<file path="src/design/rgb555_luma_gradient_bump_map_macros.svh">
// ----------------------------------------------------------------------------
// rgb555 luma gradient bump map: assertion macros
// Concurrent checks clocked on clk_i and held off while rst_ni is low.
// ----------------------------------------------------------------------------
`ifndef RGB555_LUMA_GRADIENT_BUMP_MAP_MACROS_SVH
`define RGB555_LUMA_GRADIENT_BUMP_MAP_MACROS_SVH

`ifndef SYNTHESIS

`define RLGBM_ASSERT(lbl, prop, msg) \
  lbl: assert property (@(posedge clk_i) disable iff (!rst_ni) (prop)) else $error(msg);

`define RLGBM_ASSERT_IMPL(lbl, ante, cons, msg) \
  lbl: assert property (@(posedge clk_i) disable iff (!rst_ni) (ante) |-> (cons)) \
    else $error(msg);

`define RLGBM_ASSERT_NEXT(lbl, ante, cons, msg) \
  lbl: assert property (@(posedge clk_i) disable iff (!rst_ni) (ante) |=> (cons)) \
    else $error(msg);

`else

`define RLGBM_ASSERT(lbl, prop, msg)
`define RLGBM_ASSERT_IMPL(lbl, ante, cons, msg)
`define RLGBM_ASSERT_NEXT(lbl, ante, cons, msg)

`endif

`endif

</file>
<file path="src/design/rlgbm_pkg.sv">
// ----------------------------------------------------------------------------
// rlgbm_pkg
// Widths, register indexes and gray conversion constants of the bump mapper.
// ----------------------------------------------------------------------------
`default_nettype none

package rlgbm_pkg;

  localparam int unsigned DefaultMaxWidth = 256;

  localparam int PixW    = 16;
  localparam int CoordW  = 8;
  localparam int GrayW   = 8;
  localparam int CfgW    = 9;
  localparam int CfgIdxW = 1;
  localparam int SumW    = 15;

  localparam logic [CfgIdxW-1:0] CfgImageWidth  = 1'b0;
  localparam logic [CfgIdxW-1:0] CfgImageHeight = 1'b1;

  localparam logic [CfgW-1:0] CfgReset = 9'd128;

  // luma weights in hundredths
  localparam logic [SumW-1:0] CoefR = 15'd29;
  localparam logic [SumW-1:0] CoefG = 15'd60;
  localparam logic [SumW-1:0] CoefB = 15'd11;

  // floor(x / 100) for x below 2^15 as (x * 5243) >> 19
  localparam int RecipW     = 13;
  localparam int RecipShift = 19;
  localparam int ProdW      = SumW + RecipW;
  localparam logic [RecipW-1:0] RecipMul = 13'd5243;

endpackage

`default_nettype wire

</file>
<file path="src/design/rlgbm_line_buf.sv">
// ----------------------------------------------------------------------------
// rlgbm_line_buf
// Gray line buffer: two registered read ports and one write port.
// ----------------------------------------------------------------------------
`default_nettype none

module rlgbm_line_buf #(
  parameter int unsigned Depth = rlgbm_pkg::DefaultMaxWidth
) (
  input  logic                                           clk_i,
  input  logic                                           rd_en_i,
  input  logic [((Depth > 1) ? $clog2(Depth) : 1)-1:0]   rd_addr_c_i,
  input  logic [((Depth > 1) ? $clog2(Depth) : 1)-1:0]   rd_addr_r_i,
  output logic [rlgbm_pkg::GrayW-1:0]                    rd_c_o,
  output logic [rlgbm_pkg::GrayW-1:0]                    rd_r_o,
  input  logic                                           wr_en_i,
  input  logic [((Depth > 1) ? $clog2(Depth) : 1)-1:0]   wr_addr_i,
  input  logic [rlgbm_pkg::GrayW-1:0]                    wr_data_i
);
  import rlgbm_pkg::*;

  logic [GrayW-1:0] mem [Depth];
  logic [GrayW-1:0] rd_c_q;
  logic [GrayW-1:0] rd_r_q;

  always_ff @(posedge clk_i) begin
    if (rd_en_i) begin
      rd_c_q <= mem[rd_addr_c_i];
      rd_r_q <= mem[rd_addr_r_i];
    end
    if (wr_en_i) begin
      mem[wr_addr_i] <= wr_data_i;
    end
  end

  assign rd_c_o = rd_c_q;
  assign rd_r_o = rd_r_q;

endmodule

`default_nettype wire

</file>
<file path="src/design/rgb555_luma_gradient_bump_map.sv">
// ----------------------------------------------------------------------------
// rgb555_luma_gradient_bump_map
// Gray conversion of raster RGB555 pixels and forward differences to the
// right and lower neighbours, with the previous row held in a line buffer.
//
//   channel  direction  handshake                 payload
//   cfg      in         cfg_we_i                  cfg_index_i, cfg_data_i
//   in       in         in_valid_i / in_stall_o   pixel_color_i
//   out      out        out_valid_o / out_stall_i row, col, du, dv, last flags
//
// One pixel per cycle while each pixel yields at most one word and out_stall_i
// is low; a last-row pixel with a row above and a left neighbour yields two
// words (three at the final pixel) and holds the input until the single output
// register stage has sent its last word.
// A pixel accepted at one edge shows its first word after the next edge when
// the output stage is free (line buffer read, then gray and differences).
// Reset returns to row 0, column 0 with both sizes 128; the line buffer is
// not cleared. out_stall_i holds the output stage and backs up to in_stall_o
// through one pixel stage.
// ----------------------------------------------------------------------------
`default_nettype none

`include "rgb555_luma_gradient_bump_map_macros.svh"

module rgb555_luma_gradient_bump_map #(
  parameter int unsigned MaxWidth = rlgbm_pkg::DefaultMaxWidth
) (
  input  logic                              clk_i,
  input  logic                              rst_ni,
  input  logic                              cfg_we_i,
  input  logic [rlgbm_pkg::CfgIdxW-1:0]     cfg_index_i,
  input  logic [rlgbm_pkg::CfgW-1:0]        cfg_data_i,
  input  logic                              in_valid_i,
  output logic                              in_stall_o,
  input  logic [rlgbm_pkg::PixW-1:0]        pixel_color_i,
  output logic                              out_valid_o,
  input  logic                              out_stall_i,
  output logic [rlgbm_pkg::CoordW-1:0]      out_row_o,
  output logic [rlgbm_pkg::CoordW-1:0]      out_col_o,
  output logic signed [rlgbm_pkg::GrayW-1:0] delta_u_o,
  output logic signed [rlgbm_pkg::GrayW-1:0] delta_v_o,
  output logic                              last_of_run_o,
  output logic                              last_of_image_o
);
  import rlgbm_pkg::*;

  localparam int AddrW    = (MaxWidth > 1) ? $clog2(MaxWidth) : 1;
  localparam int WidthLim = (MaxWidth < 256) ? MaxWidth : 256;
  localparam int HeightLim = 256;

  // configuration and position
  logic [CfgW-1:0]   width_q, height_q;
  logic [CfgW-1:0]   w_eff, h_eff;
  logic [CoordW-1:0] row_q, col_q, row_d, col_d;
  logic              col_last, row_last;

  // pixel stage
  logic              a_valid_q;
  logic [SumW-1:0]   a_sum_q;
  logic [CoordW-1:0] a_row_q, a_col_q;
  logic              a_up_q, a_lrow_q, a_fcol_q, a_lcol_q;
  logic              a_fwd_c_q, a_fwd_r_q;
  logic [GrayW-1:0]  prev_gray_q;

  // result stage
  logic [2:0]        b_mask_q, b_mask_d;
  logic [CoordW-1:0] b_row_q, b_col_q, b_row_up_q, b_col_left_q;
  logic [GrayW-1:0]  b_du0_q, b_dv0_q, b_du1_q;

  logic              in_fire, a_fire, out_fire, b_free;
  logic [SumW-1:0]   sum_d;
  logic [SumW-1:0]   red, green, blue;
  logic [ProdW-1:0]  prod;
  logic [GrayW-1:0]  a_gray, mem_c, mem_r, center, right;
  logic [AddrW-1:0]  rd_addr_c, rd_addr_r, wr_addr;
  logic [2:0]        sel, rest;

  // effective sizes
  always_comb begin
    if (width_q == '0) begin
      w_eff = 9'd1;
    end else if (width_q > CfgW'(WidthLim)) begin
      w_eff = CfgW'(WidthLim);
    end else begin
      w_eff = width_q;
    end
    if (height_q == '0) begin
      h_eff = 9'd1;
    end else if (height_q > CfgW'(HeightLim)) begin
      h_eff = CfgW'(HeightLim);
    end else begin
      h_eff = height_q;
    end
  end

  assign col_last = (CfgW'(col_q) == (w_eff - 9'd1));
  assign row_last = (CfgW'(row_q) == (h_eff - 9'd1));

  always_comb begin
    if (col_last) begin
      col_d = '0;
      row_d = row_last ? '0 : row_q + 8'd1;
    end else begin
      col_d = col_q + 8'd1;
      row_d = row_q;
    end
  end

  // handshake
  assign b_free     = (b_mask_q == '0) || (out_fire && (rest == '0));
  assign a_fire     = a_valid_q && b_free;
  assign in_stall_o = a_valid_q && !b_free;
  assign in_fire    = in_valid_i && !in_stall_o;
  assign out_valid_o = (b_mask_q != '0);
  assign out_fire    = out_valid_o && !out_stall_i;

  // weighted channel sum
  assign red   = SumW'({pixel_color_i[14:10], 3'b000});
  assign green = SumW'({pixel_color_i[9:5], 3'b000});
  assign blue  = SumW'({pixel_color_i[4:0], 3'b000});
  assign sum_d = red * CoefR + green * CoefG + blue * CoefB;

  // divide by 100
  assign prod   = ProdW'(a_sum_q) * ProdW'(RecipMul);
  assign a_gray = prod[RecipShift +: GrayW];

  // line buffer with same-edge forwarding
  assign rd_addr_c = AddrW'(col_q);
  assign rd_addr_r = AddrW'(CfgW'(col_q) + 9'd1);
  assign wr_addr   = AddrW'(a_col_q);

  rlgbm_line_buf #(
    .Depth (MaxWidth)
  ) u_line_buf (
    .clk_i       (clk_i),
    .rd_en_i     (in_fire),
    .rd_addr_c_i (rd_addr_c),
    .rd_addr_r_i (rd_addr_r),
    .rd_c_o      (mem_c),
    .rd_r_o      (mem_r),
    .wr_en_i     (a_fire),
    .wr_addr_i   (wr_addr),
    .wr_data_i   (a_gray)
  );

  assign center = a_fwd_c_q ? prev_gray_q : mem_c;
  assign right  = a_lcol_q ? center : (a_fwd_r_q ? prev_gray_q : mem_r);

  // output word select: upper row first
  always_comb begin
    sel = 3'b000;
    if (b_mask_q[0]) begin
      sel = 3'b001;
    end else if (b_mask_q[1]) begin
      sel = 3'b010;
    end else if (b_mask_q[2]) begin
      sel = 3'b100;
    end
  end

  assign rest = b_mask_q & ~sel;

  assign out_row_o       = sel[0] ? b_row_up_q : b_row_q;
  assign out_col_o       = sel[1] ? b_col_left_q : b_col_q;
  assign delta_u_o       = sel[0] ? b_du0_q : (sel[1] ? b_du1_q : '0);
  assign delta_v_o       = sel[0] ? b_dv0_q : '0;
  assign last_of_run_o   = (rest == '0);
  assign last_of_image_o = sel[2];

  always_comb begin
    b_mask_d = b_mask_q;
    if (a_fire) begin
      b_mask_d = {a_lrow_q && a_lcol_q, a_lrow_q && !a_fcol_q, a_up_q};
    end else if (out_fire) begin
      b_mask_d = rest;
    end
  end

  // control state
  always_ff @(posedge clk_i or negedge rst_ni) begin
    if (!rst_ni) begin
      width_q     <= CfgReset;
      height_q    <= CfgReset;
      row_q       <= '0;
      col_q       <= '0;
      a_valid_q   <= 1'b0;
      prev_gray_q <= '0;
      b_mask_q    <= '0;
    end else begin
      if (cfg_we_i) begin
        case (cfg_index_i)
          CfgImageWidth: begin
            width_q <= cfg_data_i;
            row_q   <= '0;
            col_q   <= '0;
          end
          CfgImageHeight: begin
            height_q <= cfg_data_i;
            row_q    <= '0;
            col_q    <= '0;
          end
          default: begin
          end
        endcase
      end else if (in_fire) begin
        row_q <= row_d;
        col_q <= col_d;
      end
      if (in_fire) begin
        a_valid_q <= 1'b1;
      end else if (a_fire) begin
        a_valid_q <= 1'b0;
      end
      if (a_fire) begin
        prev_gray_q <= a_gray;
      end
      b_mask_q <= b_mask_d;
    end
  end

  // payload
  always_ff @(posedge clk_i) begin
    if (in_fire) begin
      a_sum_q   <= sum_d;
      a_row_q   <= row_q;
      a_col_q   <= col_q;
      a_up_q    <= (row_q != '0);
      a_lrow_q  <= row_last;
      a_fcol_q  <= (col_q == '0);
      a_lcol_q  <= col_last;
      a_fwd_c_q <= a_fire && (wr_addr == rd_addr_c);
      a_fwd_r_q <= a_fire && (wr_addr == rd_addr_r);
    end
    if (a_fire) begin
      b_row_q      <= a_row_q;
      b_col_q      <= a_col_q;
      b_row_up_q   <= a_row_q - 8'd1;
      b_col_left_q <= a_col_q - 8'd1;
      b_du0_q      <= center - right;
      b_dv0_q      <= center - a_gray;
      b_du1_q      <= prev_gray_q - a_gray;
    end
  end

  `RLGBM_ASSERT(col_in_range_a, CfgW'(col_q) < w_eff, "column position beyond image width")
  `RLGBM_ASSERT_IMPL(stall_needs_word_a, in_stall_o, out_valid_o,
                     "input stalled with no word pending")
  `RLGBM_ASSERT_IMPL(image_end_ends_run_a, out_valid_o && last_of_image_o, last_of_run_o,
                     "image end word not last of its run")
  `RLGBM_ASSERT_NEXT(run_continues_a, out_valid_o && !out_stall_i && !last_of_run_o,
                     out_valid_o, "run dropped before its last word")

endmodule

`default_nettype wire

</file>
<file path="config.mk">
export PLATFORM = sky130hd
export DESIGN_NAME = rgb555_luma_gradient_bump_map
export DESIGN_NICKNAME = d
export VERILOG_FILES = /design/src/design/rlgbm_pkg.sv /design/src/design/rlgbm_line_buf.sv /design/src/design/rgb555_luma_gradient_bump_map.sv
export VERILOG_INCLUDE_DIRS = /design/src /design/src/design
export SDC_FILE = /design/constraint.sdc
export NUM_CORES = 2
export LEC_CHECK = 0
export ABC_AREA = 1
export BUFFER_PORTS_ARGS = -buffer_cell sky130_fd_sc_hd__buf_2
export CAP_MARGIN = 20
export CORE_MARGIN = 2
export CORE_UTILIZATION = 50
export DETAILED_ROUTE_END_ITERATION = 8
export PLACE_DENSITY = 0.65
export REMOVE_ABC_BUFFERS = 1
export SYNTH_ARGS = -nofsm -noshare
export SYNTH_HDL_FRONTEND = slang
export SYNTH_SLANG_ARGS = --single-unit
export TNS_END_PERCENT = 100
</file>
<file path="constraint.sdc">
create_clock -name clk_i -period 35.7 [get_ports clk_i]
set_input_delay 10.71 -clock clk_i [delete_from_list [all_inputs] [get_ports clk_i]]
set_output_delay 10.71 -clock clk_i [all_outputs]
set_load 0.005 [all_outputs]
</file>
==> run summary <==
Outcome - complete, but fails checks
Failing checks - design-rule violations
Final WL - 382 mm
Vias post-DR - 94300
Final Hold Viols - 0
Max cap viols - 0
Vias in the first global route - 87800
Total Routing Usage GR - 32.2%
Worst slew pin tran - 1.22 ns
CTS Root Cell - clkbuf_16
DRC Markers - 1
Mapped Area - 0.113 sq mm
CP Launch Type - input port
Via/cell ratio - 6.52
Synth-to-Final Area Change - 7.74%
Gpl congestion - 0.939
Worst hold path class - flop to flop
CTS resizes - 0
Post-synth top cells - nor2_1, edfxtp_1, o21ai_0
Final number of setup-violating endpoints - 0
Worst-path maximum fanout - 4
CTS Buffer Depth - 3
Number of synthesized flops with an enable pin - 2154
Die Span X - 479 um
RSZ-0062 raised after global routing - false
Number of cell rows - 174
DR top layer - met5
Share of layout cells above drive strength 1 - 5.42%
Metal3 WL - 51.9 mm
DR iter-0 viols - 14800
DRT met1 WL - 143 mm
Required time worst endpoint - 24.99 ns
Max Slew Vio Count - 0
CTS Hold Buffers Added - 0
Post-synth top area share - 57.4%
Post-synth cell types - 62
CTS tree - built
Die footprint - 0.229 sq mm
Register area share after synthesis - 58.4%
Setup bufs post-CTS - 0
Number of top-level pins - 67
Initial antenna violation count - 12
# clock sinks - 2200
# nets final - 11500
Setup TNS - 0 ns
Post-route ant nets - 0
Clk_lat worst skew - 0.90 ns
Initial core utilization - 50.2%
#FFs+latches synth - 2200
Largest net degree at the start of global routing - 270
IO buf count - 65
Yosys Warn Count - 0
Core ar. - 0.224 sq mm
Wirelength per Cell - 26.5 um
TritonCTS Buffers - 226
Min Tclk post-route - 21.94 ns
Max Fclk - 45.6 MHz
TritonRoute pass-1 iters - 9
CTS clk-pin slew, worst paths - 0.06 ns
Main synth FF type - edfxtp_1
H-tree depth - 4
Mapped Cells - 11700
Syn Area/Cell - 9.61 sq um
Worst hold margin - 0.470 ns
WP data arrival - 11.23 ns
Final clock skew - 0.0323 ns
Crit end category - output pin
Count leader, synth - nor2_1
Final cycle utilization of the critical path - 61.5%
Slew margin rel. - 18.6%
Met2 wire len - 166 mm
Yosys top cell by area - edfxtp_1
CP Class - input port to output pin
Top cells by area, synth - edfxtp_1, o21ai_0, nor2_1, o22ai_1, nand2_1
Ys async rst share - 2.09%
First-pass GRT wire length - 557 mm
Grt total ovfl - 0
Die H - 479 um
Post-DP HPWL - 226 mm
-- worst max-delay path, stage by stage --
cell     delay (ns)
buf_2          0.10
inv_1          0.11
nand2_1        0.07
nand2_1        0.08
nor2_1         0.05
buf_2          0.12
-- per-layer routing --
layer  up-vias  track usage (%)
met3      1097             8.40
li1      41100                -
met1     45400             43.3
met5         -                0
met2      6702             47.8
met4         4             17.1
-- area by class of cell --
cell class	instances	area (sq um)
repair buffers	204	1580
fillers	19100	103000
clock inverters	139	1440
diodes	7	17.5
clock buffers	286	6080
inverters	312	1240
well taps	2992	3740
flip-flops and latches	2200	65800
multi-input cells	8310	41600
-- placed cells by master, fill, tap and decap left out, types with 98 or more instances in the layout --
cell / netlist / layout
o21ai_1: 121 / 121
nor2_1: 2424 / 2420
a21oi_1: 124 / 124
clkbuf_16: 0 / 232
ha_1: 169 / 168
o21ai_0: 2007 / 2007
o22ai_1: 1027 / 1027
nand3_1: 644 / 636
nand4_1: 98 / 98
buf_4: 48 / 121
edfxtp_1: 2154 / 2154
nand2_1: 1402 / 1396
inv_1: 296 / 291
-- flip-flops by register name, summed over array words and instances, names as in the netlist, 8 cells and up --
name               cells
u_line_buf.mem      2048
b_col_q                8
b_col_left_q           8
b_du1_q                8
a_col_q                8
b_du0_q                8
row_q                  8
a_sum_q               12
b_dv0_q                8
height_q               9
prev_gray_q            8
width_q                9
col_q                  8
b_row_q                8
u_line_buf.rd_c_o      8
b_row_up_q             8
a_row_q                8
u_line_buf.rd_r_o      8
-- worst paths after layout --
kind	from	cells past startpoint	slack, ns	end
worst min-delay path	a_row_q[0]$_DFFE_PP_	0	0.47	b_row_q[0]$_DFFE_PP_
min in group asynchronous	rst_ni	2	9.95	width_q[3]$_DFFE_PN0P_
max in group asynchronous	rst_ni	2	25.19	col_q[0]$_DFFE_PN0P_
worst max-delay path	out_stall_i	6	13.76	in_stall_o
worst max register to register	a_sum_q[12]$_DFFE_PP_	19	27.87	u_line_buf.mem[6][5]$_DFFE_PP_
worst min register to register	a_row_q[0]$_DFFE_PP_	0	0.47	b_row_q[0]$_DFFE_PP_
-- logic make-up after synthesis --
logic type      synth area share [%]
mux                           0.0799
simple gates                    16.4
buf+inv                         4.95
xor+xnor                       0.739
flops                           58.4
compound gates                  16.3
fa+ha+maj                       3.17
-- per-stage QoR --
stage          worst slack, ns  util, %  area, sq um  instances
6_report                 13.76     54.1       121000      14500
5_1_grt                  13.70     54.1       121000      14400
4_1_cts                  13.76     54.1       121000      14400
3_5_place_dp             13.76     50.8       114000      14000
3_3_place_gp             13.72     50.8       114000      14000
2_1_floorplan           -64.51        -       108000      10800
Power is not shown: default switching activity piles up to over one toggle a cycle in this logic, so the estimate is an artifact.
